**src/hw/rtl/hrpm_pkg.sv**
```systemverilog
// Shared constants, register indexes and control structs of the heart rate meter.
// Used by hrpm_ctrl, hrpm_datapath and heart_rate_pulse_meter_unit; no dependencies.
package hrpm_pkg;

  // Beat intervals timed per measurement
  localparam int INTERVALS = 5;

  localparam int OP_W       = 2;
  localparam int SAMPLE_W   = 10;
  localparam int THR_W      = 10;
  localparam int MISS_W     = 16;
  localparam int PERIOD_W   = 20;
  localparam int TICK_W     = 8;
  localparam int BEAT_W     = 3;
  localparam int BPM_W      = 10;
  localparam int CFG_IDX_W  = 3;
  localparam int CFG_DATA_W = 20;

  // Rate numerator: 60 s/min * intervals * 1e6 us/s
  localparam longint RATE_NUM = 64'd60 * INTERVALS * 64'd1000000;
  localparam int NUM_W     = $clog2(RATE_NUM + 1);
  localparam int DEN_W     = PERIOD_W + TICK_W;
  localparam int DSH_W     = DEN_W + BPM_W - 1;
  localparam int SAT_W     = DEN_W + BPM_W;
  localparam int DIV_CNT_W = $clog2(BPM_W);

  localparam logic [NUM_W-1:0]  RATE_NUM_C = NUM_W'(RATE_NUM);
  localparam logic [BPM_W-1:0]  BPM_MAX    = '1;
  localparam logic [BEAT_W-1:0] BEAT_LAST  = BEAT_W'(INTERVALS);
  localparam logic [TICK_W-1:0] TICK_MAX   = '1;

  // Item operation codes
  localparam logic [OP_W-1:0] OP_START  = 2'd0;
  localparam logic [OP_W-1:0] OP_SAMPLE = 2'd1;
  localparam logic [OP_W-1:0] OP_TICK   = 2'd2;

  // Configuration register indexes
  localparam logic [CFG_IDX_W-1:0] REG_INIT_THR    = 3'd0;
  localparam logic [CFG_IDX_W-1:0] REG_THR_FLOOR   = 3'd1;
  localparam logic [CFG_IDX_W-1:0] REG_THR_STEP    = 3'd2;
  localparam logic [CFG_IDX_W-1:0] REG_MISS_LIMIT  = 3'd3;
  localparam logic [CFG_IDX_W-1:0] REG_TICK_PERIOD = 3'd4;

  // Configuration reset values
  localparam logic [THR_W-1:0]    INIT_THR_RST    = 10'd600;
  localparam logic [THR_W-1:0]    THR_FLOOR_RST   = 10'd500;
  localparam logic [THR_W-1:0]    THR_STEP_RST    = 10'd200;
  localparam logic [MISS_W-1:0]   MISS_LIMIT_RST  = 16'd40000;
  localparam logic [PERIOD_W-1:0] TICK_PERIOD_RST = 20'd43690;

  typedef struct packed {
    logic step;        // item accepted this cycle
    logic div_init;    // load divider operands
    logic div_step;    // one quotient bit
    logic out_load;    // load output register
    logic out_giveup;  // result is a give-up
  } hrpm_cmd_t;

  typedef struct packed {
    logic rate_ev;     // accepted item finishes a measurement
    logic giveup_ev;   // accepted item gives up
    logic out_free;    // output register can take a result
  } hrpm_sts_t;

endpackage

```
**src/hw/rtl/hrpm_ctrl.sv**
```systemverilog
// Controller of the heart rate meter: item acceptance, divider sequencing, delivery.
// Depends on hrpm_pkg.
module hrpm_ctrl (
  input  logic                  clk,
  input  logic                  rst_n,
  input  logic                  in_valid,
  output logic                  in_ready,
  input  hrpm_pkg::hrpm_sts_t   sts,
  output hrpm_pkg::hrpm_cmd_t   cmd
);
  import hrpm_pkg::*;

  typedef enum logic [1:0] {
    S_IDLE,
    S_DIV_INIT,
    S_DIV,
    S_DELIVER
  } state_t;

  state_t               state_r;
  logic                 giveup_r;
  logic [DIV_CNT_W-1:0] cnt_r;

  always_comb begin
    in_ready       = (state_r == S_IDLE);
    cmd.step       = (state_r == S_IDLE) && in_valid;
    cmd.div_init   = (state_r == S_DIV_INIT);
    cmd.div_step   = (state_r == S_DIV);
    cmd.out_load   = (state_r == S_DELIVER) && sts.out_free;
    cmd.out_giveup = giveup_r;
  end

  always_ff @(posedge clk) begin
    if (!rst_n) begin
      state_r  <= S_IDLE;
      giveup_r <= 1'b0;
      cnt_r    <= '0;
    end else begin
      case (state_r)
        S_IDLE: begin
          if (cmd.step && sts.rate_ev) begin
            giveup_r <= 1'b0;
            state_r  <= S_DIV_INIT;
          end else if (cmd.step && sts.giveup_ev) begin
            giveup_r <= 1'b1;
            state_r  <= S_DELIVER;
          end
        end
        S_DIV_INIT: begin
          cnt_r   <= '0;
          state_r <= S_DIV;
        end
        S_DIV: begin
          if (cnt_r == DIV_CNT_W'(BPM_W - 1)) begin
            state_r <= S_DELIVER;
          end else begin
            cnt_r <= cnt_r + 1'b1;
          end
        end
        S_DELIVER: begin
          // hold until the output register is free
          if (sts.out_free) begin
            state_r <= S_IDLE;
          end
        end
        default: state_r <= S_IDLE;
      endcase
    end
  end

endmodule

```
**src/hw/rtl/hrpm_datapath.sv**
```systemverilog
// Datapath of the heart rate meter: config registers, measurement state,
// restoring divider for the rate and the output register. Depends on hrpm_pkg.
module hrpm_datapath (
  input  logic                             clk,
  input  logic                             rst_n,
  input  logic                             cfg_we,
  input  logic [hrpm_pkg::CFG_IDX_W-1:0]   cfg_index,
  input  logic [hrpm_pkg::CFG_DATA_W-1:0]  cfg_wdata,
  input  logic [hrpm_pkg::OP_W-1:0]        in_op,
  input  logic [hrpm_pkg::SAMPLE_W-1:0]    in_sample,
  input  hrpm_pkg::hrpm_cmd_t              cmd,
  output hrpm_pkg::hrpm_sts_t              sts,
  output logic                             out_valid,
  input  logic                             out_ready,
  output logic [hrpm_pkg::BPM_W-1:0]       out_bpm,
  output logic                             out_status
);
  import hrpm_pkg::*;

  // configuration
  logic [THR_W-1:0]    init_thr_r;
  logic [THR_W-1:0]    floor_r;
  logic [THR_W-1:0]    step_r;
  logic [MISS_W-1:0]   miss_limit_r;
  logic [PERIOD_W-1:0] period_r;

  // measurement state
  logic                active_r, active_nxt;
  logic                pulse_r, pulse_nxt;
  logic [BEAT_W-1:0]   beat_r, beat_nxt;
  logic [MISS_W-1:0]   miss_r, miss_nxt;
  logic [THR_W-1:0]    thr_r, thr_nxt;
  logic                timing_r, timing_nxt;
  logic [TICK_W-1:0]   tick_r, tick_nxt;

  // divider
  logic [DEN_W-1:0]    den_r;
  logic [NUM_W-1:0]    rem_r;
  logic [DSH_W-1:0]    dsh_r;
  logic [BPM_W-1:0]    quo_r;
  logic                sat_r;

  // output register
  logic                out_valid_r;
  logic [BPM_W-1:0]    out_bpm_r;
  logic                out_status_r;

  logic                is_sample, rise, fall, timeout, above_floor;
  logic [MISS_W-1:0]   miss_inc;
  logic [THR_W-1:0]    thr_dropped;
  logic                div_ge;
  logic [DSH_W-1:0]    rem_ext;

  always_ff @(posedge clk) begin
    if (!rst_n) begin
      init_thr_r   <= INIT_THR_RST;
      floor_r      <= THR_FLOOR_RST;
      step_r       <= THR_STEP_RST;
      miss_limit_r <= MISS_LIMIT_RST;
      period_r     <= TICK_PERIOD_RST;
    end else if (cfg_we) begin
      case (cfg_index)
        REG_INIT_THR:    init_thr_r   <= cfg_wdata[THR_W-1:0];
        REG_THR_FLOOR:   floor_r      <= cfg_wdata[THR_W-1:0];
        REG_THR_STEP:    step_r       <= cfg_wdata[THR_W-1:0];
        REG_MISS_LIMIT:  miss_limit_r <= cfg_wdata[MISS_W-1:0];
        REG_TICK_PERIOD: period_r     <= cfg_wdata[PERIOD_W-1:0];
        default: ;
      endcase
    end
  end

  always_comb begin
    is_sample   = (in_op == OP_SAMPLE) && active_r;
    rise        = (THR_W'(in_sample) > thr_r) && !pulse_r;
    fall        = (THR_W'(in_sample) < thr_r) && pulse_r;
    miss_inc    = miss_r + 1'b1;
    timeout     = miss_inc > miss_limit_r;
    above_floor = thr_r > floor_r;
    thr_dropped = (thr_r > step_r) ? thr_r - step_r : '0;

    sts.rate_ev   = is_sample && rise && (beat_r != '0) && (beat_r >= BEAT_LAST);
    sts.giveup_ev = is_sample && !rise && !fall && timeout && !above_floor;
    sts.out_free  = !out_valid_r || out_ready;

    active_nxt = active_r;
    pulse_nxt  = pulse_r;
    beat_nxt   = beat_r;
    miss_nxt   = miss_r;
    thr_nxt    = thr_r;
    timing_nxt = timing_r;
    tick_nxt   = tick_r;

    case (in_op)
      OP_START: begin
        active_nxt = 1'b1;
        pulse_nxt  = 1'b0;
        beat_nxt   = '0;
        miss_nxt   = '0;
        thr_nxt    = init_thr_r;
        timing_nxt = 1'b0;
        tick_nxt   = '0;
      end
      OP_TICK: begin
        if (timing_r && (tick_r != TICK_MAX)) begin
          tick_nxt = tick_r + 1'b1;
        end
      end
      OP_SAMPLE: begin
        if (active_r) begin
          if (rise) begin
            pulse_nxt = 1'b1;
            if (sts.rate_ev) begin
              timing_nxt = 1'b0;
              active_nxt = 1'b0;
              tick_nxt   = '0;
              beat_nxt   = '0;
            end else begin
              if (beat_r == '0) begin
                timing_nxt = 1'b1;
              end
              beat_nxt = beat_r + 1'b1;
            end
          end else if (fall) begin
            pulse_nxt = 1'b0;
            miss_nxt  = '0;
          end else begin
            miss_nxt = miss_inc;
            if (timeout) begin
              if (above_floor) begin
                thr_nxt  = thr_dropped;
                miss_nxt = '0;
              end else begin
                active_nxt = 1'b0;
                timing_nxt = 1'b0;
              end
            end
          end
        end
      end
      default: ;
    endcase
  end

  always_ff @(posedge clk) begin
    if (!rst_n) begin
      active_r <= 1'b0;
      pulse_r  <= 1'b0;
      beat_r   <= '0;
      miss_r   <= '0;
      thr_r    <= '0;
      timing_r <= 1'b0;
      tick_r   <= '0;
    end else if (cmd.step) begin
      active_r <= active_nxt;
      pulse_r  <= pulse_nxt;
      beat_r   <= beat_nxt;
      miss_r   <= miss_nxt;
      thr_r    <= thr_nxt;
      timing_r <= timing_nxt;
      tick_r   <= tick_nxt;
    end
  end

  // Restoring division: the saturation test up front leaves a quotient below 2^BPM_W
  always_comb begin
    rem_ext = DSH_W'(rem_r);
    div_ge  = rem_ext >= dsh_r;
  end

  always_ff @(posedge clk) begin
    if (cmd.step && sts.rate_ev) begin
      den_r <= DEN_W'(period_r * tick_r);
    end
    if (cmd.div_init) begin
      rem_r <= RATE_NUM_C;
      dsh_r <= {den_r, (BPM_W - 1)'(0)};
      sat_r <= SAT_W'(RATE_NUM_C) >= {den_r, BPM_W'(0)};
      quo_r <= '0;
    end else if (cmd.div_step) begin
      if (div_ge) begin
        rem_r <= NUM_W'(rem_ext - dsh_r);
      end
      quo_r <= {quo_r[BPM_W-2:0], div_ge};
      dsh_r <= dsh_r >> 1;
    end
  end

  always_ff @(posedge clk) begin
    if (!rst_n) begin
      out_valid_r <= 1'b0;
    end else if (cmd.out_load) begin
      out_valid_r <= 1'b1;
    end else if (out_ready) begin
      out_valid_r <= 1'b0;
    end
  end

  always_ff @(posedge clk) begin
    if (cmd.out_load) begin
      out_status_r <= cmd.out_giveup;
      if (cmd.out_giveup) begin
        out_bpm_r <= '0;
      end else begin
        out_bpm_r <= sat_r ? BPM_MAX : quo_r;
      end
    end
  end

  assign out_valid  = out_valid_r;
  assign out_bpm    = out_bpm_r;
  assign out_status = out_status_r;

endmodule

```
**src/hw/rtl/heart_rate_pulse_meter_unit.sv**
```systemverilog
// Heart rate pulse meter: start, sample and tick items in, a rate or a give-up result
// out when a measurement ends. A start, a tick or a sample that ends nothing leaves
// the controller idle, and the next item can follow in the cycle after. A sample that
// gives up goes through the update, then the load of the output register. The sample
// that closes a measurement goes through the update with the tick-period product, the
// divider load with the saturation test, the restoring divider, one quotient bit per
// step, and the load of the output register.
// A new item is taken while an earlier result waits at the output; a second result
// waits for the first to be taken. Depends on hrpm_pkg, hrpm_ctrl, hrpm_datapath.
module heart_rate_pulse_meter_unit (
  input  logic                             clk,
  input  logic                             rst_n,
  input  logic                             cfg_we,
  input  logic [hrpm_pkg::CFG_IDX_W-1:0]   cfg_index,
  input  logic [hrpm_pkg::CFG_DATA_W-1:0]  cfg_wdata,
  input  logic                             in_valid,
  output logic                             in_ready,
  input  logic [hrpm_pkg::OP_W-1:0]        in_op,
  input  logic [hrpm_pkg::SAMPLE_W-1:0]    in_sample,
  output logic                             out_valid,
  input  logic                             out_ready,
  output logic [hrpm_pkg::BPM_W-1:0]       out_bpm,
  output logic                             out_status
);
  import hrpm_pkg::*;

  hrpm_cmd_t cmd;
  hrpm_sts_t sts;

  hrpm_ctrl u_ctrl (
    .clk      (clk),
    .rst_n    (rst_n),
    .in_valid (in_valid),
    .in_ready (in_ready),
    .sts      (sts),
    .cmd      (cmd)
  );

  hrpm_datapath u_datapath (
    .clk        (clk),
    .rst_n      (rst_n),
    .cfg_we     (cfg_we),
    .cfg_index  (cfg_index),
    .cfg_wdata  (cfg_wdata),
    .in_op      (in_op),
    .in_sample  (in_sample),
    .cmd        (cmd),
    .sts        (sts),
    .out_valid  (out_valid),
    .out_ready  (out_ready),
    .out_bpm    (out_bpm),
    .out_status (out_status)
  );

endmodule

```
**config.mk**
```make
export PLATFORM = sky130hd
export DESIGN_NAME = heart_rate_pulse_meter_unit
export DESIGN_NICKNAME = d
export VERILOG_FILES = /design/src/hw/rtl/hrpm_pkg.sv /design/src/hw/rtl/hrpm_ctrl.sv /design/src/hw/rtl/hrpm_datapath.sv /design/src/hw/rtl/heart_rate_pulse_meter_unit.sv
export SDC_FILE = /design/constraint.sdc
export NUM_CORES = 1
export LEC_CHECK = 0
export ABC_AREA = 1
export BUFFER_PORTS_ARGS = -buffer_cell sky130_fd_sc_hd__clkbuf_2
export CAP_MARGIN = 20
export CORE_MARGIN = 4
export CORE_UTILIZATION = 55
export DETAILED_ROUTE_END_ITERATION = 10
export PLACE_DENSITY = 0.8
export SETUP_SLACK_MARGIN = 0.15
export SLEW_MARGIN = 20
export SYNTH_ARGS = -nofsm -noshare
export SYNTH_HDL_FRONTEND = slang
export SYNTH_SLANG_ARGS = --single-unit
```
**constraint.sdc**
```tcl
create_clock -name clk -period 5.7 [get_ports clk]
set_clock_uncertainty 0.1 [all_clocks]
set_input_delay 1.425 -clock clk [delete_from_list [all_inputs] [get_ports clk]]
set_output_delay 1.425 -clock clk [all_outputs]
set_load 0.02 [all_outputs]
```
==> impl_metrics.yaml, run 1 <==
cts:
  clk_pin_slew_ns: 0.06
  clock-sinks: 230
  cts_tree: "yes"
  h-tree-depth: 1
  worstSkewPairLatency_ns: 0.55
  cts_resized: 0
  cts_max_path_buffers: 3
  cts-root-buf: "clkbuf_16"
  cts_made_buffers: 27
  cts_hold_buf: 0
  postCtsSetupBuffers: 0
sta:
  grt_setup_unrepaired: "false"
  fmax_mhz: 193
  setup_tns_ns: 0
  maxSlewViolCount: 0
  period_share_pct: 90.7
  relSlewSlack_pct: 33.0
  final.min_clock_period_ns: 5.17
  final-hold-violation-count: 0
  setup_violations: 0
  worst_slew_pin_slew_ns: 1.00
setup_path:
  crit_type: "reg2reg"
  end_kind: "register"
  cp_slowest_cell: "dfxtp_1"
  crit_chain: "nand2_1 > fa_1 > fa_1 > inv_1 > fa_1 > inv_1 > fa_1 > inv_1 > ha_1 > nand2_1 > o21ai_0 > a21oi_1 > o21ai_0 > a21oi_1 > o211ai_1 > nand2_1"
  crit_path_start_kind: "register"
  crit_fanout: 24
  cpMostUsedCell: "fa_1"
  critPathArrivalTime_ns: 5.37
  max_stage_delay_ns: 0.91
  crit_required_ns: 5.90
logic_synthesis:
  avgSynthCellArea_sq_um: 7.43
  ys_ff_latch: 230
  netlist_instances: 2377
  ys_seq_area_share_pct: 29.9
  synth.cell_area_sq_um: 17700
  ys_warn_count: 0
  synthDistinctLibCells: 49
  synth_fp_nets: 2661
pwr:
  p_per_area_nw_per_um2: 292
  p_switching_w: 0.00201
  pwr-share-seq_pct: 37.4
  peakVddDrop_v: 0.000226
  p_int_w: 0.00355
  swShare_pct: 36.2
  combinationalPowerShare_pct: 33.2
  clockPowerShare_pct: 29.4
  p_leak_nw: 9.70
floorplanning:
  initial_core_util_pct: 55.8
  fp-row-count: 65
  die_y_um: 187
  core_sq_um: 31600
  die_x_um: 187
  dieArea_sq_um: 35100
  ioPinCount: 53
placed_design:
  gp_congestion: 0.981
  dpl.hpwl_um: 31900
  io_buffers: 52
  postPlaceCellArea_sq_um: 18200
cells_and_area:
  fill_cells: 2730
  drive_gt1_share_pct: 5.49
  syn_to_final_growth_pct: 7.70
  diodes: 0
  fin_area_sq_um: 19000
  nNetsFinal: 2670
run:
  maxCapViolations: 0
min_path:
  min_path_type: "reg2reg"
global_route:
  grt_pass1_wl_um: 70700
  gr-total-overflow: 0
  grt_max_degree: 71
  grt_pass1_vias: 15015
  track_usage_pct: 23.5
  antenna_found_initial: 0
detailed_routing:
  drt_pass1_iterations: 6
  post_drt_wl_per_cell_um: 14.9
  wirelength_um: 41900
  antenna_left: 0
  drt_iter0_markers: 1174
  drc: 0
  viasPerCell: 5.42
  num_vias: 15219
outcome:
  outcome: "complete, no violations"
registers in the layout, indices dropped and copies added, names as in the netlist, 16 cells and up:
| signal | cells |
|---|---|
| u_datapath.den_r | 28 |
| u_datapath.dsh_r | 37 |
| u_datapath.miss_limit_r | 16 |
| u_datapath.miss_r | 16 |
| u_datapath.period_r | 20 |
| u_datapath.rem_r | 29 |
layout by cell type (no fill, tap or decap), types with 7 or more instances in the layout:
cell type	n
nand2_1	533
xor2_1	47
nor4_1	7
buf_4	14
inv_1	456
clkbuf_2	52
nand3_1	95
dfxtp_1	162
clkbuf_16	27
ha_1	132
o21ai_0	143
nand4_1	34
nand2_2	7
edfxtp_1	68
nor2_1	176
fa_1	110
o21bai_1	8
clkbuf_1	8
xnor2_1	20
o211ai_1	12
nor3_1	21
a21oi_1	192
o22ai_1	14
power groups by stage:
| stage | combinational, W | sequential, W | clock [W] |
|---|---|---|---|
| after floorplan | 0.00143 | 0.00207 | 0 |
| after global placement | 0.00177 | 0.00210 | 0 |
| after detailed placement | 0.00180 | 0.00211 | 0 |
| after CTS | 0.00183 | 0.00208 | 0.00167 |
| after global routing | 0.00210 | 0.00210 | 0.00173 |
| final | 0.00185 | 0.00208 | 0.00164 |
synth_stat cells (all sizes together):
cell / instances / area (sq um)
clkbuf: 79 / 307
o221ai: 1 / 8.76
o21ai: 148 / 752
a211oi: 1 / 7.51
nand3b: 6 / 45.0
or2: 2 / 12.5
a21oi: 192 / 961
ha: 134 / 1680
dfxtp: 162 / 3240
buf: 8 / 55.1
a31oi: 4 / 25.0
clkinv: 2 / 7.51
nand2: 542 / 2080
nand3: 97 / 495
o21a: 4 / 31.3
fa: 110 / 2200
xor2: 47 / 412
o21bai: 8 / 60.1
a21o: 6 / 45.0
a41oi: 1 / 8.76
o31ai: 1 / 7.51
edfxtp: 68 / 2040
and2: 1 / 6.26
nor2b: 1 / 6.26
o211ai: 12 / 90.1
nor3: 22 / 115
xnor2: 20 / 175
nor2: 181 / 702
nand4: 34 / 213
a21boi: 2 / 15.0
o22ai: 14 / 87.6
nor4: 7 / 43.8
inv: 460 / 1730
layer usage:
metal | vias to the layer above | track usage [%] | part of all wire, %
li1 | 7510 | - | -
met1 | 7110 | 30.5 | 43
met2 | 495 | 41.3 | 49
met3 | 104 | 2.97 | 5.2
met4 | 0 | 7.05 | 3.0
met5 | - | 0 | 0
worst max-delay path: cells and delay by family (launching register included):
kind / cells / cell delay [ns]
DFF: 1 / 0.91
adders and majority gates: 5 / 2.44
buffers and inverters: 3 / 0.16
and+or+nand+nor: 3 / 0.36
AOI/OAI and AO/OA: 5 / 0.96
metrics by stage:
| step | total power, W | utilization [%] | instances | setup slack (ns) | hold WS [ns] |
|---|---|---|---|---|---|
| after global routing | 0.00594 | 60.2 | 2806 | 0.219 | 0.381 |
| final | 0.00556 | 60.2 | 2806 | 0.529 | 0.359 |
| after floorplan | 0.00349 | - | 2377 | 0.982 | 0.321 |
| after global placement | 0.00387 | 57.5 | 2758 | 0.671 | 0.340 |
| after detailed placement | 0.00392 | 57.5 | 2758 | 0.523 | 0.348 |
| after CTS | 0.00557 | 60.1 | 2805 | 0.549 | 0.361 |
final timing paths:
path	endpoint	startpoint	slack [ns]	depth (start not counted)
setup / recovery	u_datapath.den_r[17]	u_datapath.tick_r[3]	0.53	16
hold reg to reg	u_datapath.init_thr_r[4]	u_datapath.init_thr_r[4]	0.36	2
hold / removal	u_datapath.init_thr_r[4]	u_datapath.init_thr_r[4]	0.36	2
setup reg to reg	u_datapath.den_r[17]	u_datapath.tick_r[3]	0.53	16
cells by family (layout without fill, tap and decap cells):
| logic type | after synthesis | count (layout) | synth area share (%) |
|---|---|---|---|
| XOR/XNOR | 67 | 67 | 3.32 |
| buffers and inverters | 549 | 576 | 11.9 |
| AO/OA/AOI/OAI | 394 | 394 | 11.9 |
| flip-flops | 230 | 230 | 29.9 |
| adder cells (fa/ha/maj) | 244 | 244 | 22.0 |
| AND/OR/NAND/NOR | 893 | 893 | 21.0 |
area by class of cell:
class                      instances  area (sq um)  share of cell area (%)
clock inverter                     8          81.3                   0.427
multi-input combinational       1598         10300                    54.0
sequential                       230          5290                    27.8
tap                              402           503                    2.64
inverter                         462          1740                    9.15
clock buffer                      39           761                    4.00
timing repair buffer              67           373                    1.96
(Power assumes the default switching activity.)
==> inputs of run 2 (changes only) <==
--- a/config.mk
+++ b/config.mk
@@ -11,6 +11,7 @@
 export CORE_MARGIN = 4
 export CORE_UTILIZATION = 55
 export DETAILED_ROUTE_END_ITERATION = 10
+export GPL_TIMING_DRIVEN = 0
 export PLACE_DENSITY = 0.8
 export SETUP_SLACK_MARGIN = 0.15
 export SLEW_MARGIN = 20
==> run 2 against run 1 <==
Net effect:
- critical path depth increased by 3
- clock power increased by 2%
- register-to-register slack got worse by 0.099 ns
- sequential cell count unchanged
- count of clock-buffer cells in the layout decreased by 6
- via count increased by 1.7%
- sequential share of layout area decreased by 0.36 points
- routed wire length increased by 5.5%
- non-clock buffer count increased by 71
- utilization increased by 0.80 points
- critical path type unchanged
- largest cell class unchanged
==> impl_metrics.yaml, run 2 (synthesis gave the netlist of run 1 again) <==
detailed_routing:
  antenna_left: 0
  num_vias: 15479
  post_drt_wl_per_cell_um: 15.4
  drt_iter0_markers: 1073
  viasPerCell: 5.38
  drc: 0
  wirelength_um: 44200
  drt_pass1_iterations: 7
sta:
  worst_slew_pin_slew_ns: 0.986
  setup_violations: 0
  maxSlewViolCount: 0
  period_share_pct: 92.5
  fmax_mhz: 190
  final.min_clock_period_ns: 5.27
  whs_ns: 0.355
  final-hold-violation-count: 0
  grt_setup_unrepaired: "true"
  relSlewSlack_pct: 34.2
  setup_tns_ns: 0
cells_and_area:
  syn_to_final_growth_pct: 9.14
  regArea_sq_um: 5290
  diodes: 0
  fill_cells: 2805
  largest_reg_flops: 37
  final_common_cell: "nand2_1"
  drive_gt1_share_pct: 5.14
  nNetsFinal: 2739
  multi_input_area_sq_um: 10300
  reg_top3: "u_datapath.dsh_r (37), u_datapath.rem_r (29), u_datapath.den_r (28)"
  top_register: "u_datapath.dsh_r"
  mostFrequentLayoutCells: "nand2_1, inv_1, a21oi_1, nor2_1, dfxtp_1"
pwr:
  p_leak_nw: 9.77
  combinationalPowerShare_pct: 34.2
  clockPowerShare_pct: 29.6
  peakVddDrop_v: 0.000261
  p_int_w: 0.00360
  p_switching_w: 0.00208
  swShare_pct: 36.6
  p_per_area_nw_per_um2: 295
  pwr-share-seq_pct: 36.2
setup_path:
  crit_chain: "clkbuf_1 > clkbuf_1 > nand2_1 > inv_1 > fa_1 > fa_1 > fa_1 > inv_1 > fa_1 > inv_1 > ha_1 > a21oi_1 > o21ai_0 > a21oi_1 > o21ai_0 > a21oi_1 > o21ai_0 > nand2_1 > nand2_1"
  rr_worst_depth: 19
  cp_slowest_cell: "fa_1"
  r2r-start: "u_datapath.tick_r[5]"
  critPathArrivalTime_ns: 5.46
  reg2reg_to: "u_datapath.den_r[17]"
  r2r_setup_slack_ns: 0.43
  max_stage_delay_ns: 0.55
  end_kind: "register"
  cpMostUsedCell: "fa_1"
  crit_type: "reg2reg"
  crit_path_start_kind: "register"
  crit_fanout: 10
  crit_required_ns: 5.89
cts:
  postCtsSetupBuffers: 0
  clk_pin_slew_ns: 0.06
  cts-root-buf: "clkbuf_16"
  cts_tree: "yes"
  cts_max_path_buffers: 3
  h-tree-depth: 1
  worstSkewPairLatency_ns: 0.53
  clock-sinks: 230
  cts_made_buffers: 25
  cts_hold_buf: 0
floorplanning:
  dieArea_sq_um: 35100
  ioPinCount: 53
  initial_core_util_pct: 55.8
  fp-row-count: 65
  die_y_um: 187
  die_x_um: 187
  core_sq_um: 31600
global_route:
  grt_pass1_vias: 15198
  grt_max_degree: 30
  antenna_found_initial: 0
  grt_pass1_wl_um: 73000
  gr-total-overflow: 0
  track_usage_pct: 24.8
run:
  maxCapViolations: 0
min_path:
  min_path_type: "reg2reg"
  hold_depth: 2
  min_to: "u_datapath.rem_r[0]"
  worstHoldStart: "u_datapath.rem_r[0]"
outcome:
  outcome: "complete, no violations"
placed_design:
  gp_congestion: 0.957
  dpl.hpwl_um: 34900
  io_buffers: 51
[run 2: changes by cell type in the layout (fill, tap and decap cells not counted), sizes merged]
cell      previous run  this run
buf                 14         8
bufinv               1         4
clkbuf              92       163
clkinv               7         4
clkinvlp             1         3
inv                461       463
[run 2: area by class of cell]
cell class	instances	share of cell area, %
plain buffers	87	1.89
multi-input cells	1598	53.3
clock buffers	33	3.47
inverters	462	9.03
clock inverters	12	0.915
flip-flops and latches	230	27.4
repair buffers	51	1.32
well taps	402	2.61
[run 2: through the flow]
stage | setup slack (ns) | area, sq um | total power (W) | util (%) | instances
floorplan | 0.982 | 17700 | 0.00349 | - | 2377
global placement | 0.497 | 18400 | 0.00394 | 58.2 | 2830
detailed placement | 0.383 | 18400 | 0.00399 | 58.2 | 2830
CTS | 0.375 | 19300 | 0.00567 | 60.9 | 2875
global route | 0.118 | 19300 | 0.00601 | 60.9 | 2875
finish | 0.430 | 19300 | 0.00568 | 60.9 | 2875
[run 2: what timing repair did]
action | CTS | global route
hold endpoints to repair | 0 | 0
resized for setup | 0 | 6
endpoints found under the setup margin | 0 | 3
[run 2: power by group through the flow]
stage | Sequential, W | Clock, W | Combinational (W)
after detailed placement | 0.00209 | 0 | 0.00190
after global routing | 0.00208 | 0.00176 | 0.00218
after global placement | 0.00208 | 0 | 0.00186
after floorplan | 0.00207 | 0 | 0.00143
after CTS | 0.00206 | 0.00170 | 0.00192
final | 0.00206 | 0.00168 | 0.00194
[run 2: worst max path at each step]
| stage | startpoint | end | cells after the start |
|---|---|---|---|
| floorplan | u_datapath.tick_r[6] | u_datapath.den_r[17] | 18 |
| global placement | u_datapath.tick_r[6] | u_datapath.den_r[17] | 18 |
| detailed placement | u_datapath.tick_r[6] | u_datapath.den_r[17] | 19 |
| CTS | u_datapath.tick_r[6] | u_datapath.den_r[17] | 19 |
| global route | u_datapath.tick_r[5] | u_datapath.den_r[17] | 19 |
| finish | u_datapath.tick_r[5] | u_datapath.den_r[17] | 19 |
[run 2: critical path: cells and delay by family, from the launching register on]
kind | cells | cell delay, ns
adders and majority gates | 5 | 2.38
buffers and inverters | 5 | 0.91
AOI/OAI and AO/OA | 6 | 1.13
and+or+nand+nor | 3 | 0.21
DFF | 1 | 0.31
[run 2: routing by layer]
metal  up-vias  part of all wire [%]  track usage (%)
met5         -                     0                0
met4         0                   3.9             9.27
met3       117                   6.1             3.14
met2       516                    47             43.1
met1      7181                    43             31.8
li1       7665                     -                -
